===== src/assert_macros.svh =====
// Assertion helpers shared by the RTL. Each macro expands to one labeled
// concurrent assertion that is disabled while reset is asserted.
`ifndef ASSERT_MACROS_SVH
`define ASSERT_MACROS_SVH

// Same-cycle implication.
`define ASSERT_IMPL(label, clk, rst_n, ante, cons) \
	label: assert property (@(posedge clk) disable iff (!rst_n) (ante) |-> (cons)) \
		else $error("assertion failed: same-cycle implication");

// Next-cycle implication.
`define ASSERT_NEXT(label, clk, rst_n, ante, cons) \
	label: assert property (@(posedge clk) disable iff (!rst_n) (ante) |=> (cons)) \
		else $error("assertion failed: next-cycle implication");

`endif


===== src/tcgr_pkg.sv =====
package tcgr_pkg;

	localparam int CELL_WIDTH = 8;
	localparam int RAW_AW     = 14;

	typedef enum logic [2:0] {
		REG_VIDEO_FLAGS      = 3'd0,
		REG_CHAR_HEIGHT      = 3'd1,
		REG_SECONDARY_LOADED = 3'd2,
		REG_CURSOR_FIRST_ROW = 3'd3,
		REG_CURSOR_LAST_ROW  = 3'd4,
		REG_CURSOR_VISIBLE   = 3'd5,
		REG_CURSOR_BLINK     = 3'd6,
		REG_CURSOR_COLOR     = 3'd7
	} cfg_reg_t;

	typedef struct packed {
		logic [2:0] video_flags;
		logic [4:0] char_height;
		logic       secondary_loaded;
		logic [7:0] cursor_first_row;
		logic [3:0] cursor_last_row;
		logic       cursor_visible;
		logic       cursor_blink;
		logic [3:0] cursor_color;
	} cfg_t;

	// What the output stage needs to finish a render word.
	typedef struct packed {
		logic       use_secondary;
		logic       fill;
		logic [3:0] fill_color;
		logic [3:0] fg;
		logic [3:0] bg;
	} render_meta_t;

	function automatic logic [4*CELL_WIDTH-1:0] fill_row(input logic [3:0] color);
		logic [4*CELL_WIDTH-1:0] r;
		r = '0;
		for (int x = 0; x < CELL_WIDTH; x++) begin
			r[4*x +: 4] = color;
		end
		return r;
	endfunction

endpackage


===== src/tcgr_pixel_out.sv =====
module tcgr_pixel_out (
	input  logic                   clk,
	input  logic                   arst_n,
	input  logic                   in_valid,
	output logic                   in_ready,
	input  tcgr_pkg::render_meta_t meta,
	input  logic [7:0]             glyph,
	output logic                   m_tvalid,
	input  logic                   m_tready,
	output logic [31:0]            m_tdata   // pixel_row[31:0]
);
	import tcgr_pkg::*;

	logic [31:0] row_d;
	logic [31:0] row_q;
	logic        valid_q;

	// Bit 7 of the glyph byte is the leftmost pixel, which lands in bits 3..0.
	always_comb begin
		if (meta.fill) begin
			row_d = fill_row(meta.fill_color);
		end else begin
			row_d = '0;
			for (int x = 0; x < CELL_WIDTH; x++) begin
				row_d[4*x +: 4] = glyph[CELL_WIDTH-1-x] ? meta.fg : meta.bg;
			end
		end
	end

	assign in_ready = !valid_q || m_tready;

	always_ff @(posedge clk or negedge arst_n) begin
		if (!arst_n) begin
			valid_q <= 1'b0;
		end else if (in_ready) begin
			valid_q <= in_valid;
		end
	end

	always_ff @(posedge clk) begin
		if (in_ready && in_valid) begin
			row_q <= row_d;
		end
	end

	assign m_tvalid = valid_q;
	assign m_tdata  = row_q;

endmodule


===== config.mk =====
export PLATFORM = sky130hd
export DESIGN_NAME = tcgr_pixel_out
export DESIGN_NICKNAME = d
export VERILOG_FILES = /design/src/assert_macros.svh /design/src/tcgr_pkg.sv /design/src/tcgr_pixel_out.sv
export SDC_FILE = /design/constraint.sdc
export NUM_CORES = 1
export LEC_CHECK = 0
export ABC_AREA = 1
export ABC_CLOCK_PERIOD_IN_PS = 7350
export BUFFER_PORTS_ARGS = -buffer_cell sky130_fd_sc_hd__buf_2
export CAP_MARGIN = 20
export CORE_MARGIN = 3
export CORE_UTILIZATION = 53
export DETAILED_ROUTE_END_ITERATION = 12
export PLACE_DENSITY_LB_ADDON = 0.3
export SETUP_SLACK_MARGIN = 0.4
export SLEW_MARGIN = 20
export SYNTH_ARGS = -nofsm -noshare
export SYNTH_HDL_FRONTEND = slang
export SYNTH_SLANG_ARGS = --single-unit

===== constraint.sdc =====
create_clock -name clk -period 7.35 [get_ports clk]
set_input_delay 0.735 -clock clk [delete_from_list [all_inputs] [get_ports clk]]
set_output_delay 0.735 -clock clk [all_outputs]
set_load 0.05 [all_outputs]

==> metrics.md, run 1 <==
| Metric | Value |
|---|---|
| Status | finished clean |
| I/O pin count | 60 |
| Mapped Nets | 216 |
| Non-filler cells, final | 296 |
| Seq/Total Area, Yosys | 0.582 |
| CP endpoint kind | output pin |
| Post-DRT Antenna Nets | 0 |
| Worst Path Required | 6.61 ns |
| Maximum vdd ir drop | 166 uV |
| Fill count | 240 |
| Initial DRT Pass Iterations | 4 |
| Total CTS buffers | 5 |
| Routed wire length | 3700 um |
| Drt drc | 0 |
| Endpoints failing setup | 0 |
| Hold Crit Class | in2async |
| Crit-path slowest cell | buf_2 |
| Cell mode on critical path | buf_2 |
| Critical path type | in2out |
| CTS tree | built |
| Initial antenna violation count | 0 |
| Max stage delay on crit path | 0.26 ns |
| Vias per cell | 5.05 |
| Synth warn | 0 |
| Layout cells sized above 1 | 0.299 |
| Cells after DPL | 288 |
| # Post-CTS Setup Buffers | 0 |
| Startpoint types | input pin |
| Unrepaired setup endpoints after global routing | false |
| Root Buffer | clkbuf_4 |
| Area after DPL | 0.00201 mm2 |
| Max H-tree Level | 2 |
| TNS Setup | 0 ns |
| Area contributors post-synth | edfxtp_1 57%, nand2_1 23%, nand3_1 6.5% |
| Cell accounting for the most synthesized area | edfxtp_1 |
| Routed len/inst | 12.5 um |
| MaxCap Viol Count | 0 |
| Clock Latency Late Sink | 0.34 ns |
| Die Wd | 62.5 um |
| Yosys top cell area share | 0.568 |
| CP arrival | 1.18 ns |
| GRT Util Overall | 0.205 |
| Worst-path maximum fanout | 2 |
| Post_cts resized | 0 |
| # diodes | 0 |
| Synthesized flop and latch total | 33 |
| Initial Util | 0.584 |
| Drt initial violations | 56 |
| Die area | 0.00391 mm2 |
| Final min period | 1.91 ns |
| Via count | 1496 |
| Final Power | 0.430 mW |
| Slew HR | 0.604 |
| Final cycle utilization of the critical path | 0.261 |
| Synth Cell Area | 0.00169 mm2 |
| Final net count | 279 |
| Clock tree buffer depth | 2 |
| Post-synthesis cell count | 190 |
| Cell variety after synth | 10 |
| Design area | 0.00206 mm2 |
| Vias in the first global route | 1434 |
| Worst Tran Pin Value | 0.593 ns |
| Chip Height | 62.5 um |
| Most common cell after layout, fill and taps aside | nand2_1 |
| GPL Wtd Cong | 0.841 |
| CORE AREA | 0.00290 mm2 |
| Hold-fix buffers, CTS | 0 |
| Crit path cell chain | buf_2 -> inv_1 -> nand2_1 -> buf_2 |
| P_leak | 1.06 nW |
| Commonest non-fill, non-tap cells in the layout | 102 x nand2_1, 58 x buf_2, 32 x edfxtp_1, 22 x nand3_1, 18 x inv_1 |
| PD cells | 209 mW/mm2 |
| Post-DP HPWL | 2650 um |
| Synthesized area per cell | 8.91 um2 |
| Slew Viols, Final | 0 |
| Pre-CTS setup slack | 5.43 ns |
| Fmax | 522 MHz |
| Worst-path clk slew | 0.09 ns |
| Area growth from synthesis to layout | 21.6% |
| Rows | 19 |
| Buffers on Ports | 58 |
| Final Hold Vio Count | 0 |
| Largest net degree at the start of global routing | 33 |
| GR Overflow Total | 0 |
| First-pass GRT wire length | 6280 um |
| Final worst setup slack | 5.44 ns |
| Fin Clk Skew | 0.00591 ns |
| CTS sink count | 33 |
## cell usage after synthesis, drive strengths merged
library cell  number
a21oi              1
nand2            102
dfrtp              1
edfxtp            32
nand3             32
buf                3
inv               19
## final timing paths
path                                       from                    end  slack [ns]  cells after the start
setup / recovery                       m_tready               in_ready        5.44                      4
hold / removal                           arst_n   m_tvalid$_DFFE_PN0P_        0.15                      1
setup reg to reg           m_tvalid$_DFFE_PN0P_  m_tdata[19]$_DFFE_PP_        6.10                      2
hold reg to reg            m_tvalid$_DFFE_PN0P_   m_tvalid$_DFFE_PN0P_        0.54                      2
max in group asynchronous                arst_n   m_tvalid$_DFFE_PN0P_        7.12                      1
min in group clk           m_tvalid$_DFFE_PN0P_   m_tvalid$_DFFE_PN0P_        0.54                      2
## layout make-up
type,count,area [um2],area share
flip-flops and latches,33,986,0.479
multi-input cells,135,602,0.292
repair buffers,59,298,0.145
inverters,19,71.3,0.0347
well taps,42,52.6,0.0255
clock buffers,8,48.8,0.0237
## sequential cells by signal, summed over array words and instances (netlist names)
| signal | cells |
|---|---|
| m_tdata | 32 |
| m_tvalid | 1 |
## cells by family (layout without fill, tap and decap cells)
logic type             Yosys count  after routing  share of synthesized area
flip-flops                      33             33                      0.582
buffers and inverters           22             86                     0.0643
AND/OR/NAND/NOR                134            134                      0.350
AO/OA/AOI/OAI                    1              1                    0.00295
## through the flow
step | hold slack (ns) | util
after floorplan | 0.439 | -
after global routing | 0.119 | 0.710
after global placement | 0.511 | 0.693
after CTS | 0.143 | 0.710
final | 0.153 | 0.710
after detailed placement | 0.511 | 0.693
## power by group
group	total [mW]	internal, mW	switching (mW)	leakage (nW)
sequential	0.226	0.223	0.00279	0.317
clock	0.0957	0.0381	0.0576	0.0265
combinational	0.109	0.0252	0.0838	0.716
## critical path: cells and delay by family
family / cells / cell delay (ns)
buffers and inverters: 3 / 0.39
AND/OR/NAND/NOR: 1 / 0.06
## layer usage
layer / track usage / share of wire
met4: 0.0744 / 0.015
met3: 0.0683 / 0.085
met2: 0.356 / 0.50
met5: 0 / 0
met1: 0.236 / 0.40
Note: power is estimated with default switching activity, not from simulation.
==> run 2: changes to the inputs <==
--- a/config.mk
+++ b/config.mk
@@ -6,11 +6,11 @@
 export NUM_CORES = 1
 export LEC_CHECK = 0
 export ABC_AREA = 1
-export ABC_CLOCK_PERIOD_IN_PS = 7350
+export ABC_CLOCK_PERIOD_IN_PS = 2000
 export BUFFER_PORTS_ARGS = -buffer_cell sky130_fd_sc_hd__buf_2
 export CAP_MARGIN = 20
 export CORE_MARGIN = 3
-export CORE_UTILIZATION = 53
+export CORE_UTILIZATION = 49
 export DETAILED_ROUTE_END_ITERATION = 12
 export PLACE_DENSITY_LB_ADDON = 0.3
 export SETUP_SLACK_MARGIN = 0.4
==> constraint.sdc (replaced) <==
create_clock -name clk -period 2 [get_ports clk]
set_input_delay 0.2 -clock clk [delete_from_list [all_inputs] [get_ports clk]]
set_output_delay 0.2 -clock clk [all_outputs]
set_load 0.05 [all_outputs]
==> run 2 against run 1 <==
  * Hold slack got worse by 0.057 ns
  * Clock power increased to 3.9 times the previous value
  * Cell area is 1.5% higher
  * Setup slack got worse by 4.8 ns
  * Critical path depth decreased by 2
  * Sequential power rose to 3.7 times the previous value
  * Core utilization fell by 5.2 points
  * First-iteration DRC count decreased by 27%
  * Wire length is 2.1% higher
==> metrics.md, run 2 (synthesis results as in run 1) <==
| Metric | Value |
|---|---|
| Hold Crit Class | in2reg |
| Number of flip-flops in the largest register | 32 |
| Sw Ratio | 0.326 |
| Via count | 1471 |
| Rows | 20 |
| Final Hold Vio Count | 0 |
| MaxCap Viol Count | 0 |
| GRT Util Overall | 0.203 |
| Total CTS buffers | 5 |
| Critical path type | reg2out |
| Unrepaired setup endpoints after global routing | false |
| Slew HR | 0.592 |
| Vias per cell | 4.92 |
| CP arrival | 1.12 ns |
| Worst-path clk slew | 0.08 ns |
| Final net count | 280 |
| Non-filler cells, final | 299 |
| Worst Tran Pin Value | 0.612 ns |
| Final cycle utilization of the critical path | 0.658 |
| CTS sink count | 33 |
| First-pass GRT wire length | 6340 um |
| P_int | 1.09 mW |
| Largest net degree at the start of global routing | 33 |
| Final Power | 1.61 mW |
| Sw power | 0.525 mW |
| Routed wire length | 3770 um |
| Worst Path Required | 1.80 ns |
| Initial Util | 0.533 |
| Post-DP HPWL | 2630 um |
| Drt drc | 0 |
| CTS tree | built |
| CP endpoint kind | output pin |
| Root Buffer | clkbuf_4 |
| Initial antenna violation count | 0 |
| Buffers on Ports | 58 |
| Max H-tree Level | 2 |
| Slew Viols, Final | 0 |
| Drt initial violations | 41 |
| Clock tree buffer depth | 2 |
| Pre-CTS setup slack | 0.750 ns |
| Util after Layout | 0.657 |
| Area after DPL | 0.00202 mm2 |
| PD cells | 772 mW/mm2 |
| Vias in the first global route | 1388 |
| Die Wd | 64.8 um |
| Clock share of power | 0.233 |
| Chip Height | 64.8 um |
| Initial DRT Pass Iterations | 4 |
| I/O pin count | 60 |
| Post_cts resized | 0 |
| Routed len/inst | 12.6 um |
| Most common cell after layout, fill and taps aside | nand2_1 |
| GR Overflow Total | 0 |
| CORE AREA | 0.00318 mm2 |
| Fin Clk Skew | 0.0135 ns |
| Post-DRT Antenna Nets | 0 |
| Part of the power in combinational logic | 0.252 |
| Worst-path maximum fanout | 3 |
| Design area | 0.00209 mm2 |
| Worst hold slack | 0.0967 ns |
| Fmax | 760 MHz |
| GPL Wtd Cong | 0.846 |
| Die area | 0.00420 mm2 |
| Final min period | 1.32 ns |
| Layout cells sized above 1 | 0.306 |
| TNS Setup | 0 ns |
| Clock Latency Late Sink | 0.34 ns |
| Status | finished clean |
| Maximum vdd ir drop | 367 uV |
| Cells after DPL | 290 |
| Flop pwr share | 0.515 |
| Startpoint types | register |
| Area growth from synthesis to layout | 23.4% |
| # diodes | 0 |
| Endpoints failing setup | 0 |
| P_leak | 1.07 nW |
| Commonest non-fill, non-tap cells in the layout | 102 x nand2_1, 58 x buf_2, 32 x edfxtp_1, 22 x nand3_1, 18 x inv_1 |
| Final worst setup slack | 0.685 ns |
## run 2: cell types whose count changed in the layout (fill, tap and decap cells not counted), sizes merged
cell         delta
dlygate4sd3     +1
## run 2: final cells by class
| cell class | count | area [um2] |
|---|---|---|
| clock buffer | 8 | 58.8 |
| fill | 295 | 1090 |
| inverter | 19 | 71.3 |
| multi-input combinational | 135 | 609 |
| sequential | 33 | 987 |
| tap | 44 | 55.1 |
| timing repair buffer | 60 | 308 |
## run 2: worst max-delay path: stages (launching register included)
cell and delay [ns]:
dfrtp_2 0.43, nand2_1 0.09, buf_2 0.26
## run 2: repair_timing
| action | 4_1_cts | 5_1_grt |
|---|---|---|
| buffers inserted | 0 | 0 |
| hold endpoints to repair | 1 | 0 |
| hold buffers | 1 | 0 |
## run 2: worst paths after layout
| kind | startpoint | end | slack, ns | cells past startpoint |
|---|---|---|---|---|
| setup / recovery | m_tvalid$_DFFE_PN0P_ | in_ready | 0.68 | 2 |
| setup reg to reg | m_tvalid$_DFFE_PN0P_ | m_tdata[28]$_DFFE_PP_ | 0.73 | 2 |
| max in group asynchronous | arst_n | m_tvalid$_DFFE_PN0P_ | 1.72 | 2 |
| hold / removal | in_valid | m_tvalid$_DFFE_PN0P_ | 0.1 | 3 |
| hold reg to reg | m_tvalid$_DFFE_PN0P_ | m_tvalid$_DFFE_PN0P_ | 0.56 | 2 |
| min in group asynchronous | arst_n | m_tvalid$_DFFE_PN0P_ | 0.18 | 2 |
## run 2: power by group through the flow
| stage | logic, mW | registers [mW] | clock network (mW) |
|---|---|---|---|
| 4_1_cts | 0.406 | 0.831 | 0.390 |
| 6_report | 0.406 | 0.830 | 0.376 |
| 2_1_floorplan | 0.139 | 1.01 | 0 |
| 3_3_place_gp | 0.401 | 0.846 | 0 |
| 3_5_place_dp | 0.404 | 0.846 | 0 |
| 5_1_grt | 0.441 | 0.835 | 0.424 |
## run 2: routing by layer
metal | global-route usage | wire (um) | vias up | part of all wire
li1 | - | - | 742 | -
met1 | 0.257 | 1580 | 654 | 0.42
met4 | 0.0923 | 83 | 0 | 0.022
met3 | 0.0624 | 350 | 12 | 0.093
met2 | 0.319 | 1760 | 63 | 0.47
met5 | 0 | 0 | - | 0
==> run 3: changes to the inputs <==
--- a/config.mk
+++ b/config.mk
@@ -6,11 +6,11 @@
 export NUM_CORES = 1
 export LEC_CHECK = 0
 export ABC_AREA = 1
-export ABC_CLOCK_PERIOD_IN_PS = 2000
+export ABC_CLOCK_PERIOD_IN_PS = 1200
 export BUFFER_PORTS_ARGS = -buffer_cell sky130_fd_sc_hd__buf_2
 export CAP_MARGIN = 20
 export CORE_MARGIN = 3
-export CORE_UTILIZATION = 49
+export CORE_UTILIZATION = 44
 export DETAILED_ROUTE_END_ITERATION = 12
 export PLACE_DENSITY_LB_ADDON = 0.3
 export SETUP_SLACK_MARGIN = 0.4
==> constraint.sdc (replaced) <==
create_clock -name clk -period 1.2 [get_ports clk]
set_input_delay 0.12 -clock clk [delete_from_list [all_inputs] [get_ports clk]]
set_output_delay 0.12 -clock clk [all_outputs]
set_load 0.05 [all_outputs]
==> run 3 against run 2 <==
  * Non-clock buffer count unchanged
  * Wire length increased by 2.1%
  * Via count increased by 1.7%
  * Register-to-register slack lost 0.64 ns
  * Clock-buffer cell count stayed put
  * Core utilization rose by 0.63 points
  * First-iteration DRC count rose to 3.3 times the previous value
  * Sequential share of layout area fell by 5.0 points
  * Die area grew 10%
  * Combinational power is 91% higher
  * Largest power group unchanged
==> metrics.md, run 3 (synthesis results as in run 1) <==
| Metric | Value |
|---|---|
| Worst-path clk slew | 0.06 ns |
| Critical path type | reg2reg |
| Rows | 21 |
| Vias per cell | 4.97 |
| Worst Tran Pin Value | 0.347 ns |
| CTS sink count | 33 |
| Final Hold Vio Count | 0 |
| GPL Wtd Cong | 0.951 |
| Most common cell after layout, fill and taps aside | nand2_1 |
| Register area | 987 um2 |
| Initial antenna violation count | 0 |
| Post-DP HPWL | 2730 um |
| CTS tree | built |
| Slew Viols, Final | 0 |
| Final cycle utilization of the critical path | 0.921 |
| Endpoints failing setup | 0 |
| M3 GR Usage | 0.0575 |
| Chip Height | 68.0 um |
| Buffers on Ports | 58 |
| GR Overflow Total | 0 |
| Initial DRT Pass Iterations | 4 |
| Unrepaired setup endpoints after global routing | true |
| Hold Crit Depth | 3 |
| Clock tree buffer depth | 2 |
| Drt initial violations | 135 |
| Fin Clk Skew | 0.00360 ns |
| Final Power | 2.95 mW |
| Slew HR | 0.768 |
| Worst Path Required | 1.18 ns |
| Routed len/inst | 12.8 um |
| Fill count | 303 |
| Vias in the first global route | 1399 |
| GRT Max-Usage Layer | met2 |
| Initial Util | 0.481 |
| I/O pin count | 60 |
| CP arrival | 1.09 ns |
| PD cells | 1260 mW/mm2 |
| Commonest non-fill, non-tap cells in the layout | 101 x nand2_1, 33 x buf_6, 32 x edfxtp_1, 25 x buf_2, 22 x nand3_1 |
| CORE AREA | 0.00352 mm2 |
| Die area | 0.00463 mm2 |
| Total CTS buffers | 5 |
| Multi-input gate area | 612 um2 |
| Layout cells sized above 1 | 0.306 |
| Reg2Reg Depth | 2 |
| # diodes | 0 |
| Area growth from synthesis to layout | 38.1% |
| Util after Layout | 0.664 |
| Startpoint types | register |
| GR Util met2 | 0.308 |
| Drt drc | 0 |
| Met1 global-route usage | 0.237 |
| Root Buffer | clkbuf_8 |
| Via count | 1496 |
| Final net count | 280 |
| Die Wd | 68.0 um |
| # Post-CTS Setup Buffers | 0 |
| Hold Crit Class | in2reg |
| GRT Util Overall | 0.189 |
| Largest net degree at the start of global routing | 33 |
| Fmax | 904 MHz |
| MaxCap Viol Count | 0 |
| Final min period | 1.11 ns |
| Worst-path maximum fanout | 32 |
| Post-DRT Antenna Nets | 0 |
| Status | finished clean |
| Max H-tree Level | 2 |
| CP endpoint kind | register |
| Worst hold slack | 0.0602 ns |
| First-pass GRT wire length | 6290 um |
| P_leak | 1.15 nW |
| Maximum vdd ir drop | 637 uV |
| Routed wire length | 3850 um |
| Number of flip-flops in the largest register | 32 |
| Clock Latency Late Sink | 0.29 ns |
[run 3: cell counts in the layout (fill, tap and decap cells not counted)]
No cell type changed its count.
[run 3: final timing paths]
check,slack [ns],endpoint,from
worst max-delay path,0.09,m_tdata[28]$_DFFE_PP_,m_tvalid$_DFFE_PN0P_
worst min-delay path,0.06,m_tvalid$_DFFE_PN0P_,in_valid
worst max register to register,0.09,m_tdata[28]$_DFFE_PP_,m_tvalid$_DFFE_PN0P_
worst min register to register,0.55,m_tvalid$_DFFE_PN0P_,m_tvalid$_DFFE_PN0P_
max in group asynchronous,0.97,m_tvalid$_DFFE_PN0P_,arst_n
min in group asynchronous,0.14,m_tvalid$_DFFE_PN0P_,arst_n
[run 3: through the flow]
step | TNS, ns | instances | worst slack [ns] | area (um2)
6_report | 0 | 301 | 0.0943 | 2340
5_1_grt | 0 | 301 | 0.0419 | 2340
4_1_cts | 0 | 301 | 0.0925 | 2330
3_5_place_dp | 0 | 292 | 0.0946 | 2040
3_3_place_gp | 0 | 292 | 0.103 | 2040
2_1_floorplan | -10.91 | 190 | -0.341 | 1710
[run 3: final cells by class]
type | instances | share of cell area
flip-flops and latches | 33 | 0.422
multi-input cells | 135 | 0.262
repair buffers | 60 | 0.225
clock buffers | 8 | 0.0343
inverters | 19 | 0.0316
well taps | 46 | 0.0246
[run 3: critical path, stage by stage, from the launching register on]
cell and delay (ns):
dfrtp_2 0.43, a21oi_4 0.15, buf_12 0.22
[run 3: timing repair]
item	in CTS	in global routing
setup endpoints to repair	71	66
hold buffers	1	0
hold endpoints to repair	1	0
gates cloned	0	0
gates resized for setup	67	1
[run 3: power by group]
part	switching [mW]	total, mW	internal [mW]
registers	0.0347	1.41	1.37
clock network	0.360	0.770	0.411
logic	0.521	0.774	0.253
[run 3: metal layers]
metal | vias to the layer above | share of wire
met5 | - | 0
met4 | 0 | 0.015
met3 | 8 | 0.094
met2 | 64 | 0.50
met1 | 680 | 0.39
li1 | 744 | -
