===== src/assert_macros.svh =====
// Assertion helpers shared by the RTL. Each macro expands to one labeled
// concurrent assertion that is disabled while reset is asserted.
`ifndef ASSERT_MACROS_SVH
`define ASSERT_MACROS_SVH

// Same-cycle implication.
`define ASSERT_IMPL(label, clk, rst_n, ante, cons) \
	label: assert property (@(posedge clk) disable iff (!rst_n) (ante) |-> (cons)) \
		else $error("assertion failed: same-cycle implication");

// Next-cycle implication.
`define ASSERT_NEXT(label, clk, rst_n, ante, cons) \
	label: assert property (@(posedge clk) disable iff (!rst_n) (ante) |=> (cons)) \
		else $error("assertion failed: next-cycle implication");

`endif


===== src/tcgr_pkg.sv =====
package tcgr_pkg;

	localparam int CELL_WIDTH = 8;
	localparam int RAW_AW     = 14;

	typedef enum logic [2:0] {
		REG_VIDEO_FLAGS      = 3'd0,
		REG_CHAR_HEIGHT      = 3'd1,
		REG_SECONDARY_LOADED = 3'd2,
		REG_CURSOR_FIRST_ROW = 3'd3,
		REG_CURSOR_LAST_ROW  = 3'd4,
		REG_CURSOR_VISIBLE   = 3'd5,
		REG_CURSOR_BLINK     = 3'd6,
		REG_CURSOR_COLOR     = 3'd7
	} cfg_reg_t;

	typedef struct packed {
		logic [2:0] video_flags;
		logic [4:0] char_height;
		logic       secondary_loaded;
		logic [7:0] cursor_first_row;
		logic [3:0] cursor_last_row;
		logic       cursor_visible;
		logic       cursor_blink;
		logic [3:0] cursor_color;
	} cfg_t;

	// What the output stage needs to finish a render word.
	typedef struct packed {
		logic       use_secondary;
		logic       fill;
		logic [3:0] fill_color;
		logic [3:0] fg;
		logic [3:0] bg;
	} render_meta_t;

	function automatic logic [4*CELL_WIDTH-1:0] fill_row(input logic [3:0] color);
		logic [4*CELL_WIDTH-1:0] r;
		r = '0;
		for (int x = 0; x < CELL_WIDTH; x++) begin
			r[4*x +: 4] = color;
		end
		return r;
	endfunction

endpackage


===== src/tcgr_cell_decode.sv =====
module tcgr_cell_decode #(
	parameter int GLYPH_STORE_DEPTH = 4096,
	parameter int MAX_CHAR_HEIGHT   = 16,
	parameter int AW                = 12
) (
	input  logic                  mode,
	input  logic [11:0]           font_address,
	input  logic [15:0]           cell_word,
	input  logic [3:0]            glyph_row,
	input  logic                  blink_phase,
	input  logic                  cursor_here,
	input  tcgr_pkg::cfg_t        cfg,
	output logic [AW-1:0]         addr,
	output tcgr_pkg::render_meta_t meta
);
	import tcgr_pkg::*;

	localparam logic [5:0] MAXH = 6'(MAX_CHAR_HEIGHT);
	localparam int NSUB = (255 * MAX_CHAR_HEIGHT + 15) / GLYPH_STORE_DEPTH + 1;
	localparam logic [RAW_AW-1:0] DEPTH_W = RAW_AW'(GLYPH_STORE_DEPTH);

	logic [4:0]        height;
	logic [RAW_AW-1:0] raw;
	logic [RAW_AW-1:0] wrapped;
	logic [3:0]        fg_raw;
	logic [3:0]        bg;
	logic              row_out;
	logic              cursor_on;

	always_comb begin
		height = ({1'b0, cfg.char_height} > MAXH) ? MAXH[4:0] : cfg.char_height;
	end

	// Loads and renders share one address path and one wrap chain.
	always_comb begin
		if (mode) begin
			raw = RAW_AW'(cell_word[7:0]) * RAW_AW'(height) + RAW_AW'(glyph_row);
		end else begin
			raw = RAW_AW'(font_address);
		end
		wrapped = raw;
		for (int i = 0; i < NSUB; i++) begin
			if (wrapped >= DEPTH_W) begin
				wrapped = wrapped - DEPTH_W;
			end
		end
		addr = wrapped[AW-1:0];
	end

	always_comb begin
		if (cfg.video_flags[0]) begin
			bg     = cell_word[15:12];
			fg_raw = cell_word[11:8];
		end else begin
			bg = {1'b0, cell_word[14:12]};
			if (cell_word[15] && blink_phase) begin
				fg_raw = bg;
			end else begin
				fg_raw = cell_word[11:8];
			end
		end
		row_out   = {1'b0, glyph_row} >= height;
		cursor_on = cfg.cursor_visible && cursor_here
			&& (blink_phase || !cfg.cursor_blink)
			&& (cfg.cursor_first_row <= {4'd0, cfg.cursor_last_row})
			&& ({4'd0, glyph_row} >= cfg.cursor_first_row)
			&& (glyph_row <= cfg.cursor_last_row);

		meta.use_secondary = cfg.video_flags[2] && fg_raw[3] && cfg.secondary_loaded;
		meta.fg            = cfg.video_flags[1] ? {1'b0, fg_raw[2:0]} : fg_raw;
		meta.bg            = bg;
		meta.fill          = row_out || cursor_on;
		meta.fill_color    = row_out ? bg : cfg.cursor_color;
	end

endmodule


===== config.mk =====
export PLATFORM = sky130hd
export DESIGN_NAME = tcgr_cell_decode
export DESIGN_NICKNAME = d
export VERILOG_FILES = /design/src/assert_macros.svh /design/src/tcgr_pkg.sv /design/src/tcgr_cell_decode.sv
export SDC_FILE = /design/constraint.sdc
export NUM_CORES = 1
export LEC_CHECK = 0
export ABC_AREA = 0
export BUFFER_PORTS_ARGS = -buffer_cell sky130_fd_sc_hd__buf_2
export CAP_MARGIN = 25
export CORE_ASPECT_RATIO = 0.75
export CORE_MARGIN = 2
export CORE_UTILIZATION = 45
export DETAILED_ROUTE_END_ITERATION = 10
export GPL_TIMING_DRIVEN = 1
export PLACE_DENSITY = 0.83
export SYNTH_ARGS = -nofsm -noshare
export SYNTH_HDL_FRONTEND = slang
export SYNTH_SLANG_ARGS = --single-unit

===== constraint.sdc =====
create_clock -name vclk -period 5.5
set_input_delay 0.825 -clock vclk [all_inputs]
set_output_delay 0.825 -clock vclk [all_outputs]
set_load 0.02 [all_outputs]

==> results.txt, run 1 <==
----------------------------------------------------
[Cells and area]
  Clock buffer instance count of the final layout ... 0
  Commonest cells after routing, fill and taps aside ... sky130_fd_sc_hd__buf_2 (87), sky130_fd_sc_hd__inv_1 (46), sky130_fd_sc_hd__ha_1 (37), sky130_fd_sc_hd__and2_1 (30), sky130_fd_sc_hd__fa_1 (20)
  Area used by multi-input combinational logic ... 1890 um^2
  Fill cell instance count of the final layout ... 398
  Layout overhead on the synthesized area ... 32.2%
  Final standard cell utilization of the core ... 60.6%
  Number of antenna diodes ... 0
  Register Area ... 0 um^2
  Fraction of final layout cells with drive strength greater than 1 ... 39.2%
  Most common cell after layout, fill and taps aside ... sky130_fd_sc_hd__buf_2
  Sequential cells ... 0
  Final layout net count ... 467

[Power and ir drop]
  Total chip power ... between 0.0003 and 0.0004 W
  Sequential Power Share ... 0%
  Internal cell power ... roughly 0.00016 W
  Power density normalized to cell area ... 124 nW/um^2
  Clk network pwr share ... 0%
  Reported leakage power ... approximately 1.5 nW
  Power share of the combinational group ... 100.0%
  Net switching power ... 0.000174 W
  Net Sw Frac ... 52.8%
  Worst voltage drop across the vdd grid ... approximately 0.054 mV

[GRT]
  Wire length of the first global-routing pass ... around 7400 um
  Maximum number of pins on one net before global-route repair ... 15
  Sum of overflow across all layers after global routing ... 0
  Global Route Usage Sum ... between 15 and 20%
  Via count of the first global-routing pass ... 1773
  Antenna violations before repair ... 0

[Placed design]
  Count of buffers inserted at the top-level ports ... just under 90
  Detailed Place HPWL ... 3900 um
  Routability Congestion ... between 0.8 and 0.9

[STA]
  Pins Over Slew Limit ... 0
  Worst hold slack across all endpoints ... 1.90 ns
  Slew HR ... 69.2%
  Final hold viol count ... 0
  Fin Setup TNS ... 0 ns
  Minimum clock period after layout ... 5.37 ns
  Total setup violations reported at the end of the flow ... 0
  Transition time at the pin with the least slew margin ... 0.450 ns
  Highest Clock Rate ... 186 MHz
  Final Cycle Share ... 97.6%

[Floorplan]
  Starting density of the core ... 45.8%
  Y dimension of the die ... 61.9 um
  Placement Rows ... 21
  Core ar. ... 4390 um^2
  Total die area ... roughly 5000 um^2
  Chip Width ... approximately 80 um
  Ports ... 88

[Setup path]
  Data required time at the worst endpoint ... 4.68 ns
  Endpoint arrival time on the critical path ... 4.54 ns
  Crit-path max FO ... 7
  Capturing element of the worst setup path ... addr[10]
  Critical path class ... in2out
  First element of the critical path ... cfg[23]
  Critical Path End Type ... primary output
  Startpoint class of the critical path ... input port

[Detailed routing]
  Iteration-0 DRC count of the detailed router ... 46
  Detailed-route wire length ... 4440 um
  Routed wire length per instance ... 11.1 um
  Detailed-route via count ... 1919
  Post-DRT Antenna Nets ... 0
  Vias/cell ... just under 5
  DRT Pass-1 Iters ... 4
  Remaining routing DRC violations ... 0

[Synthesis]
  Share of the yosys chip area belonging to registers ... 0%
  Synth Net Count ... 372
  Summed instance area of the synthesized netlist ... 2010 um^2
  Mapped Avg Cell Area ... 8.08 um^2
  Netlist cell types ... 32
  Number of standard cells after synthesis ... 249
  Yosys Warn Count ... 0

[Status]
  Run status ... completed

[Clocking]
  Count of hold buffers inserted by post-cts repair ... 0

[Worst hold path]
  Hold WC Path Type ... in2out

[Flow run]
  Number of max-capacitance violations reported ... 0

----------------------------------------------------
-- per-layer routing --
metal | track usage [%] | share of wire [%] | up-vias
met2 | 36.5 | 49 | 46
met1 | 24.4 | 45 | 878
li1 | - | - | 995
met3 | 0.434 | 5.1 | 0
met5 | 0 | 0 | -
met4 | 0 | 0 | 0
-- worst max-delay path, cell delays in order --
cell and delay (ns):
sky130_fd_sc_hd__clkbuf_4 0.18, sky130_fd_sc_hd__nor2b_4 0.20, sky130_fd_sc_hd__and2_1 0.16, sky130_fd_sc_hd__fa_1 0.44
sky130_fd_sc_hd__fa_1 0.56, sky130_fd_sc_hd__inv_1 0.06, sky130_fd_sc_hd__fa_1 0.53, sky130_fd_sc_hd__inv_1 0.04
sky130_fd_sc_hd__ha_1 0.30, sky130_fd_sc_hd__nand2_1 0.08, sky130_fd_sc_hd__o21ai_2 0.07, sky130_fd_sc_hd__or4_4 0.42
sky130_fd_sc_hd__a31oi_2 0.16, sky130_fd_sc_hd__xnor2_1 0.09, sky130_fd_sc_hd__mux2_4 0.26, sky130_fd_sc_hd__buf_2 0.16
-- Yosys cell counts --
cell type,number,share of area [%]
sky130_fd_sc_hd__mux2_2,16,9.0
sky130_fd_sc_hd__inv_1,46,8.6
sky130_fd_sc_hd__mux2_4,1,0.75
sky130_fd_sc_hd__ha_1,40,25
sky130_fd_sc_hd__o21a_1,1,0.37
sky130_fd_sc_hd__nand4_1,1,0.31
sky130_fd_sc_hd__nand3_1,2,0.50
sky130_fd_sc_hd__and2b_2,1,0.44
sky130_fd_sc_hd__a31o_2,1,0.44
sky130_fd_sc_hd__nor3_1,2,0.50
sky130_fd_sc_hd__o22ai_1,1,0.31
sky130_fd_sc_hd__nand2b_1,2,0.62
sky130_fd_sc_hd__fa_1,21,21
sky130_fd_sc_hd__o211ai_1,1,0.37
sky130_fd_sc_hd__buf_4,3,1.1
sky130_fd_sc_hd__a41oi_1,1,0.44
sky130_fd_sc_hd__xnor2_1,9,3.9
sky130_fd_sc_hd__or4_1,1,0.37
sky130_fd_sc_hd__nor2_1,14,2.6
sky130_fd_sc_hd__o21ai_0,5,1.2
sky130_fd_sc_hd__o21ai_2,1,0.44
sky130_fd_sc_hd__nand3b_1,1,0.37
sky130_fd_sc_hd__clkbuf_1,3,0.56
sky130_fd_sc_hd__a31oi_1,2,0.62
sky130_fd_sc_hd__a21oi_1,11,2.7
sky130_fd_sc_hd__a21oi_2,1,0.44
sky130_fd_sc_hd__xor2_1,1,0.44
sky130_fd_sc_hd__nor2b_1,6,1.9
sky130_fd_sc_hd__and2_1,32,10
sky130_fd_sc_hd__a21o_1,3,1.1
sky130_fd_sc_hd__a2111oi_0,1,0.44
sky130_fd_sc_hd__nand2_1,18,3.4
-- worst min path at each step --
| stage | endpoint | depth (start not counted) | start |
|---|---|---|---|
| 2_1_floorplan | meta[7] | 1 | cfg[25] |
| 3_3_place_gp | meta[0] | 2 | cell_word[12] |
| 3_5_place_dp | meta[7] | 3 | cfg[25] |
| 4_1_cts | meta[7] | 3 | cfg[25] |
| 5_1_grt | meta[2] | 2 | cell_word[14] |
| 6_report | meta[7] | 3 | cfg[25] |
-- final cells by class --
type / instances / share of cell area, %
tap: 57 / 2.68
multi-input combinational: 197 / 70.9
timing repair buffer: 99 / 19.9
inverter: 46 / 6.49
-- kinds of logic (layout without fill, tap and decap cells) --
| family | Yosys count | after routing | share of synthesized area (%) |
|---|---|---|---|
| compound gates | 29 | 29 | 8.96 |
| xor+xnor | 10 | 10 | 4.36 |
| fa+ha+maj | 61 | 61 | 45.8 |
| buf+inv | 52 | 145 | 10.3 |
| mux | 17 | 17 | 9.71 |
| simple gates | 80 | 80 | 20.9 |
-- power by group through the flow --
stage	Sequential [W]	Clock (W)	Combinational, W
6_report	0	0	0.000330
4_1_cts	0	0	0.000313
3_3_place_gp	0	0	0.000301
2_1_floorplan	0	0	0.000215
5_1_grt	0	0	0.000374
3_5_place_dp	0	0	0.000310
-- per-stage QoR --
step	setup slack [ns]	instances	cell area, um^2
3_3_place_gp	0.00985	398	2560
6_report	0.133	399	2660
5_1_grt	-0.0158	399	2660
3_5_place_dp	-0.0663	398	2560
2_1_floorplan	0.168	249	2010
4_1_cts	0.0255	398	2570
-- what timing repair did --
action | CTS | global route
pin swaps | 0 | 6
buffers inserted | 0 | 1
hold endpoints to repair | 0 | 0
endpoints found under the setup margin | 1 | 3
gates resized for setup | 4 | 16
(Power assumes the default switching activity.)
==> run 2, diff against run 1 <==
--- a/config.mk
+++ b/config.mk
@@ -5,7 +5,7 @@
 export SDC_FILE = /design/constraint.sdc
 export NUM_CORES = 1
 export LEC_CHECK = 0
-export ABC_AREA = 0
+export ABC_AREA = 1
 export BUFFER_PORTS_ARGS = -buffer_cell sky130_fd_sc_hd__buf_2
 export CAP_MARGIN = 25
 export CORE_ASPECT_RATIO = 0.75
@@ -13,7 +13,8 @@
 export CORE_UTILIZATION = 45
 export DETAILED_ROUTE_END_ITERATION = 10
 export GPL_TIMING_DRIVEN = 1
-export PLACE_DENSITY = 0.83
+export PLACE_DENSITY = 0.81
+export RECOVER_POWER = 100
 export SYNTH_ARGS = -nofsm -noshare
 export SYNTH_HDL_FRONTEND = slang
 export SYNTH_SLANG_ARGS = --single-unit
==> run 2 against run 1 <==
Against the previous run:
- fmax up 1.9%
- flip-flop and latch count unchanged
- non-clock buffer count down 11
- synthesized area up 7.4%
- largest cell class unchanged
- largest power group unchanged
==> results.txt, run 2 <==
----------------------------------------------------
[Status]
  Run status ... completed (unchanged)

[Cells and area]
  Most common cell after layout, fill and taps aside ... sky130_fd_sc_hd__nand2_1 (was sky130_fd_sc_hd__buf_2)
  Number of antenna diodes ... 0 (unchanged)
  Clock buffer instance count of the final layout ... 0 (unchanged)
  Register Area ... 0 um^2 (unchanged)
  Commonest cells after routing, fill and taps aside ... sky130_fd_sc_hd__nand2_1 (98), sky130_fd_sc_hd__inv_1 (72), sky130_fd_sc_hd__buf_2 (67), sky130_fd_sc_hd__ha_1 (40), sky130_fd_sc_hd__nor2_1 (35) (was sky130_fd_sc_hd__buf_2 (87), sky130_fd_sc_hd__inv_1 (46), sky130_fd_sc_hd__ha_1 (37), sky130_fd_sc_hd__and2_1 (30), sky130_fd_sc_hd__fa_1 (20))
  Layout overhead on the synthesized area ... 20.6% (was 32.2%)
  Fraction of final layout cells with drive strength greater than 1 ... 21.5% (was 39.2%)
  Final instance area ... 2600 um^2 (was 2660 um^2)
  Final layout net count ... 544 (was 467)
  Sequential cells ... 0 (unchanged)

[Floorplan]
  Ports ... 88 (unchanged)
  Starting density of the core ... 47.5% (was 45.8%)
  Total die area ... 5370 um^2 (was 5020 um^2)
  Placement Rows ... 21 (unchanged)
  Y dimension of the die ... 64.0 um (was 61.9 um)
  Core ar. ... 4550 um^2 (was 4390 um^2)
  Chip Width ... 84.0 um (was 81.2 um)

[Clocking]
  Number of instances resized during post-cts repair ... 0 (was 4)
  Number of buffers added for setup after CTS ... 0 (unchanged)
  Count of hold buffers inserted by post-cts repair ... 0 (unchanged)

[STA]
  Transition time at the pin with the least slew margin ... 0.416 ns (was 0.450 ns)
  Pins Over Slew Limit ... 0 (unchanged)
  RSZ-0062 raised after global routing ... no
  Fin Setup TNS ... 0 ns (unchanged)
  Slew HR ... 72.3% (was 69.2%)
  Final hold viol count ... 0 (unchanged)
  Minimum clock period after layout ... 5.27 ns (was 5.37 ns)
  Final Cycle Share ... 95.8% (was 97.6%)
  Highest Clock Rate ... 190 MHz (was 186 MHz)
  Total setup violations reported at the end of the flow ... 0 (unchanged)

[Synthesis]
  Fraction of post-synthesis cell area in the top cell type by area ... 23.2% (was 24.9%)
  Most instantiated library cell after synthesis ... sky130_fd_sc_hd__nand2_1 (was sky130_fd_sc_hd__inv_1)
  Library cell occupying the most area in the post-synthesis netlist ... sky130_fd_sc_hd__ha_1 (unchanged)
  Most instantiated cells after synthesis ... sky130_fd_sc_hd__nand2_1 (100), sky130_fd_sc_hd__inv_1 (71), sky130_fd_sc_hd__ha_1 (40) (was sky130_fd_sc_hd__inv_1 (46), sky130_fd_sc_hd__ha_1 (40), sky130_fd_sc_hd__and2_1 (32))
  Netlist cell types ... 27 (was 32)
  Summed instance area of the synthesized netlist ... 2160 um^2 (was 2010 um^2)
  Yosys Warn Count ... 0 (unchanged)
  Share of the yosys chip area belonging to registers ... 0% (unchanged)
  Synth Net Count ... 460 (was 372)
  Mapped Avg Cell Area ... 6.41 um^2 (was 8.08 um^2)
  Number of standard cells after synthesis ... 337 (was 249)
  Biggest area contributors in the synthesized netlist ... sky130_fd_sc_hd__ha_1 (23%), sky130_fd_sc_hd__fa_1 (19%), sky130_fd_sc_hd__nand2_1 (17%) (was sky130_fd_sc_hd__ha_1 (25%), sky130_fd_sc_hd__fa_1 (21%), sky130_fd_sc_hd__and2_1 (10%))

[Setup path]
  Endpoint arrival time on the critical path ... 4.44 ns (was 4.54 ns)
  Largest stage delay on the critical path ... 0.55 ns (was 0.56 ns)
  Crit-path max FO ... 11 (was 7)
  Critical Path End Type ... primary output (unchanged)
  Data required time at the worst endpoint ... 4.68 ns (about the same)
  Startpoint class of the critical path ... input port (unchanged)
  Crit path max-delay cell type ... sky130_fd_sc_hd__fa_1 (unchanged)
  Crit-path cells ... buf_2, inv_1, nand2_2, nor2_1, fa_1, fa_1, inv_1, fa_1, inv_1, ha_1, a21oi_2, nand2_2, nand2_1, nand2_1, or2_1, nand3_1, nand2_1, clkbuf_2 (was clkbuf_4, nor2b_4, and2_1, fa_1, fa_1, inv_1, fa_1, inv_1, ha_1, nand2_1, o21ai_2, or4_4, a31oi_2, xnor2_1, mux2_4, buf_2)
  Critical path class ... in2out (unchanged)

[Power and ir drop]
  Power density normalized to cell area ... 116 nW/um^2 (was 124 nW/um^2)
  Net Sw Frac ... 61.9% (was 52.8%)
  Internal cell power ... 0.000115 W (was 0.000156 W)
  Worst voltage drop across the vdd grid ... 0.0605 mV (was 0.0540 mV)
  Clk network pwr share ... 0% (about the same)
  Reported leakage power ... 1.68 nW (was 1.50 nW)
  Sequential Power Share ... 0% (about the same)
  Power share of the combinational group ... 100.0% (about the same)
  Net switching power ... 0.000187 W (was 0.000174 W)

[GRT]
  Global Route Usage Sum ... 20.0% (was 18.4%)
  Wire length of the first global-routing pass ... 9340 um (was 7400 um)
  Maximum number of pins on one net before global-route repair ... 17 (was 15)
  Antenna violations before repair ... 0 (unchanged)
  Via count of the first global-routing pass ... 2239 (was 1773)
  Sum of overflow across all layers after global routing ... 0 (unchanged)

[Detailed routing]
  Post-DRT Antenna Nets ... 0 (unchanged)
  Detailed-route via count ... 2301 (was 1919)
  Vias/cell ... 4.83 (was 4.81)
  Detailed-route wire length ... 5140 um (was 4440 um)
  Remaining routing DRC violations ... 0 (unchanged)
  DRT Pass-1 Iters ... 4 (unchanged)
  Routed wire length per instance ... 10.8 um (was 11.1 um)
  Iteration-0 DRC count of the detailed router ... 128 (was 46)

[Worst hold path]
  Hold WC Path Type ... in2out (unchanged)

[Placed design]
  Post-placement cell area ... 2630 um^2 (was 2560 um^2)
  Routability Congestion ... 0.844 (was 0.851)
  Count of buffers inserted at the top-level ports ... 88 (unchanged)
  Detailed Place HPWL ... 4700 um (was 3900 um)

[Flow run]
  Number of max-capacitance violations reported ... 0 (unchanged)

----------------------------------------------------
## run 2: cell count changes after synthesis, moves of 4 or more
cell	previous run	this run
sky130_fd_sc_hd__inv_1	46	71
sky130_fd_sc_hd__mux2_2	16	3
sky130_fd_sc_hd__xnor2_1	9	3
sky130_fd_sc_hd__and2_1	32	0
sky130_fd_sc_hd__nand2_1	18	100
sky130_fd_sc_hd__nand3_2	0	4
sky130_fd_sc_hd__nor2b_1	6	0
sky130_fd_sc_hd__nand3_1	2	11
sky130_fd_sc_hd__nor2_1	14	35
## run 2: cell type report
cell class | count | area, um^2
fill | 430 | 1940
multi-input combinational | 258 | 1840
inverter | 73 | 274
tap | 57 | 71.3
timing repair buffer | 88 | 419
## run 2: through the flow
stage / instances / hold slack, ns / worst slack, ns / power, W / utilization, %
final: 476 / 1.91 / 0.230 / 0.000303 / 57.3
after global routing: 476 / 1.93 / 0.0108 / 0.000350 / 57.3
after CTS: 476 / 1.90 / 0.167 / 0.000308 / 57.7
after global placement: 476 / 1.90 / 0.323 / 0.000298 / 57.7
after floorplan: 337 / 1.73 / 0.747 / 0.000221 / -
after detailed placement: 476 / 1.90 / 0.178 / 0.000306 / 57.7
## run 2: cell families after synthesis
kind of cell	synth area share (%)
xor+xnor	1.62
simple gates	32.4
mux	1.56
fa+ha+maj	42.6
buf+inv	14.8
compound gates	6.95
## run 2: worst paths after layout
path  startpoint  cells past startpoint  endpoint
max      cfg[23]                     18   addr[8]
min      cfg[25]                      3   meta[7]
## run 2: worst max-delay path: cells and delay by family
family	cells	cell delay [ns]
simple gates	8	0.92
compound gates	1	0.17
buf+inv	5	0.64
fa+ha+maj	4	1.89
## run 2: layer usage
layer / up-vias / global-route usage [%] / part of all wire, %
met5: - / 0 / 0
met4: 0 / 0.806 / 0
met3: 0 / 0.904 / 3.6
met2: 51 / 36.1 / 49
met1: 1049 / 28.1 / 48
li1: 1201 / - / -
## run 2: power groups by stage
| stage | sequential (W) | clock (W) | combinational, W |
|---|---|---|---|
| after CTS | 0 | 0 | 0.000308 |
| after global placement | 0 | 0 | 0.000298 |
| after global routing | 0 | 0 | 0.000350 |
| after floorplan | 0 | 0 | 0.000221 |
| after detailed placement | 0 | 0 | 0.000306 |
| final | 0 | 0 | 0.000303 |
==> run 3, diff against run 2 <==
--- a/config.mk
+++ b/config.mk
@@ -10,10 +10,10 @@
 export CAP_MARGIN = 25
 export CORE_ASPECT_RATIO = 0.75
 export CORE_MARGIN = 2
-export CORE_UTILIZATION = 45
+export CORE_UTILIZATION = 35
 export DETAILED_ROUTE_END_ITERATION = 10
 export GPL_TIMING_DRIVEN = 1
-export PLACE_DENSITY = 0.81
+export PLACE_DENSITY = 0.66
 export RECOVER_POWER = 100
 export SYNTH_ARGS = -nofsm -noshare
 export SYNTH_HDL_FRONTEND = slang
==> run 3 against run 2 <==
Against the previous run:
- global-route usage fell by 4.5 points
- die area up 27%
- sequential share of layout area is the same
- non-clock buffer count increased by 2
- via count down 3.1%
- clock-buffer cell count stayed put
- first-iteration DRC count shrank 24%
- combinational power about the same
- core utilization is 12 points lower
- highest routed layer is now met4
==> results.txt, run 3 (synthesis results as in run 2) <==
----------------------------------------------------
[Cells and area]
  Final instance area ... 2640 um^2 (was 2600 um^2)
  Most common cell after layout, fill and taps aside ... sky130_fd_sc_hd__nand2_1 (unchanged)
  Final layout net count ... 546 (was 544)
  Commonest cells after routing, fill and taps aside ... sky130_fd_sc_hd__nand2_1 (98), sky130_fd_sc_hd__inv_1 (71), sky130_fd_sc_hd__buf_2 (70), sky130_fd_sc_hd__ha_1 (40), sky130_fd_sc_hd__nor2_1 (35) (was sky130_fd_sc_hd__nand2_1 (98), sky130_fd_sc_hd__inv_1 (72), sky130_fd_sc_hd__buf_2 (67), sky130_fd_sc_hd__ha_1 (40), sky130_fd_sc_hd__nor2_1 (35))
  Layout overhead on the synthesized area ... 22.4% (was 20.6%)
  Number of antenna diodes ... 0 (unchanged)
  Fill cell instance count of the final layout ... 657 (was 430)
  Fraction of final layout cells with drive strength greater than 1 ... 21.9% (was 21.5%)
  Sequential cells ... 0 (unchanged)
  Register Area ... 0 um^2 (unchanged)
  Clock buffer instance count of the final layout ... 0 (unchanged)

[Detailed routing]
  Routed wire length per instance ... 10.3 um (was 10.8 um)
  Post-DRT Antenna Nets ... 0 (unchanged)
  Remaining routing DRC violations ... 0 (unchanged)
  Vias/cell ... 4.47 (was 4.83)
  Detailed-route via count ... 2229 (was 2301)
  DRT Pass-1 Iters ... 4 (unchanged)
  Iteration-0 DRC count of the detailed router ... 97 (was 128)
  Detailed-route wire length ... 5150 um (was 5140 um)

[Floorplan]
  Chip Width ... 94.7 um (was 84.0 um)
  Starting density of the core ... 36.7% (was 47.5%)
  Core ar. ... 5890 um^2 (was 4550 um^2)
  Y dimension of the die ... 72.0 um (was 64.0 um)
  Total die area ... 6820 um^2 (was 5370 um^2)
  Placement Rows ... 24 (was 21)
  Ports ... 88 (unchanged)

[Setup path]
  Number of buffers and inverters on the critical path ... 5 (unchanged)
  Startpoint class of the critical path ... input port (unchanged)
  Critical path class ... in2out (unchanged)
  Endpoint arrival time on the critical path ... 4.35 ns (was 4.44 ns)
  Cell type with the highest occurrence count on the critical path ... sky130_fd_sc_hd__nand2_1
  Gate family responsible for the most delay along the worst path ... adder cells (unchanged)
  Data required time at the worst endpoint ... 4.68 ns (about the same)
  Critical Path End Type ... primary output (unchanged)
  Crit-path cells ... buf_2, clkinvlp_4, nand2_2, nor2_1, fa_1, fa_1, inv_1, fa_1, inv_1, ha_1, nand2_1, nand2_1, a21oi_1, nand3_1, nand2_1, nand3_2, nand2_1, clkbuf_2 (was buf_2, inv_1, nand2_2, nor2_1, fa_1, fa_1, inv_1, fa_1, inv_1, ha_1, a21oi_2, nand2_2, nand2_1, nand2_1, or2_1, nand3_1, nand2_1, clkbuf_2)
  Crit-path max FO ... 11 (unchanged)
  Largest stage delay on the critical path ... 0.55 ns (about the same)
  Crit path max-delay cell type ... sky130_fd_sc_hd__fa_1 (unchanged)

[Clocking]
  Count of hold buffers inserted by post-cts repair ... 0 (unchanged)

[Placed design]
  Post-placement cell area ... 2650 um^2 (was 2630 um^2)
  Detailed Place HPWL ... 4720 um (was 4700 um)
  Routability Congestion ... 0.870 (was 0.844)
  Count of buffers inserted at the top-level ports ... 88 (unchanged)

[STA]
  Pins Over Slew Limit ... 0 (unchanged)
  RSZ-0062 raised after global routing ... no (unchanged)
  Transition time at the pin with the least slew margin ... 0.443 ns (was 0.416 ns)
  Final Cycle Share ... 94.0% (was 95.8%)
  Minimum clock period after layout ... 5.17 ns (was 5.27 ns)
  Final hold viol count ... 0 (unchanged)
  Total setup violations reported at the end of the flow ... 0 (unchanged)
  Highest Clock Rate ... 193 MHz (was 190 MHz)
  Slew HR ... 70.4% (was 72.3%)
  Fin Setup TNS ... 0 ns (unchanged)

[Status]
  Run status ... completed (unchanged)

[Power and ir drop]
  Reported leakage power ... 1.68 nW (about the same)
  Worst voltage drop across the vdd grid ... 0.0355 mV (was 0.0605 mV)
  Power density normalized to cell area ... 113 nW/um^2 (was 116 nW/um^2)

[GRT]
  Sum of overflow across all layers after global routing ... 0 (unchanged)
  Global Route Usage Sum ... 15.5% (was 20.0%)
  Maximum number of pins on one net before global-route repair ... 17 (unchanged)
  Via count of the first global-routing pass ... 2084 (was 2239)
  Antenna violations before repair ... 0 (unchanged)
  Wire length of the first global-routing pass ... 9030 um (was 9340 um)

[Worst hold path]
  Hold WC Path Type ... in2out (unchanged)

[Flow run]
  Number of max-capacitance violations reported ... 0 (unchanged)

----------------------------------------------------
-- run 3: what timing repair did --
item                                    4_1_cts  5_1_grt
endpoints found under the hold margin         0        0
resized for setup                             0        3
endpoints found under the setup margin        0        5
setup buffers                                 0        2
-- run 3: area by class of cell --
| type | count | area, um^2 | area share (%) |
|---|---|---|---|
| multi-input combinational | 258 | 1840 | 69.5 |
| tap | 78 | 97.6 | 3.69 |
| inverter | 73 | 278 | 10.5 |
| timing repair buffer | 90 | 432 | 16.3 |
-- run 3: worst min-delay path, delay by kind of cell --
family / cells / cell delay (ns)
buffers and inverters: 2 / 0.24
and+or+nand+nor: 1 / 0.04
-- run 3: final timing paths --
path              startpoint        to  depth (start not counted)  slack [ns]
setup / recovery     cfg[23]  addr[11]                         18        0.33
hold / removal       cfg[25]   meta[7]                          3        1.92
-- run 3: power by group --
part / total (W) / leakage (nW) / switching [W] / internal [W]
Clock: 0 / 0 / 0 / 0
Sequential: 0 / 0 / 0 / 0
Combinational: 0.000300 / 1.68 / 0.000185 / 0.000115
-- run 3: stage by stage --
stage          hold WS, ns  util, %  cells  setup slack (ns)  power [W]
2_1_floorplan         1.73        -    337             0.747   0.000221
3_3_place_gp          1.90     45.0    497             0.314   0.000301
3_5_place_dp          1.91     45.0    497             0.207   0.000305
4_1_cts               1.91     45.0    497             0.204   0.000307
5_1_grt               1.93     44.9    499            0.0607   0.000348
6_report              1.92     44.9    499             0.329   0.000300
-- run 3: routing by layer --
layer,vias up,GRT usage (%),wire (um)
met2,41,24.8,2280
met3,2,0.312,208
met1,985,24.6,2650
li1,1201,-,-
met5,-,0,0
met4,0,0.483,23
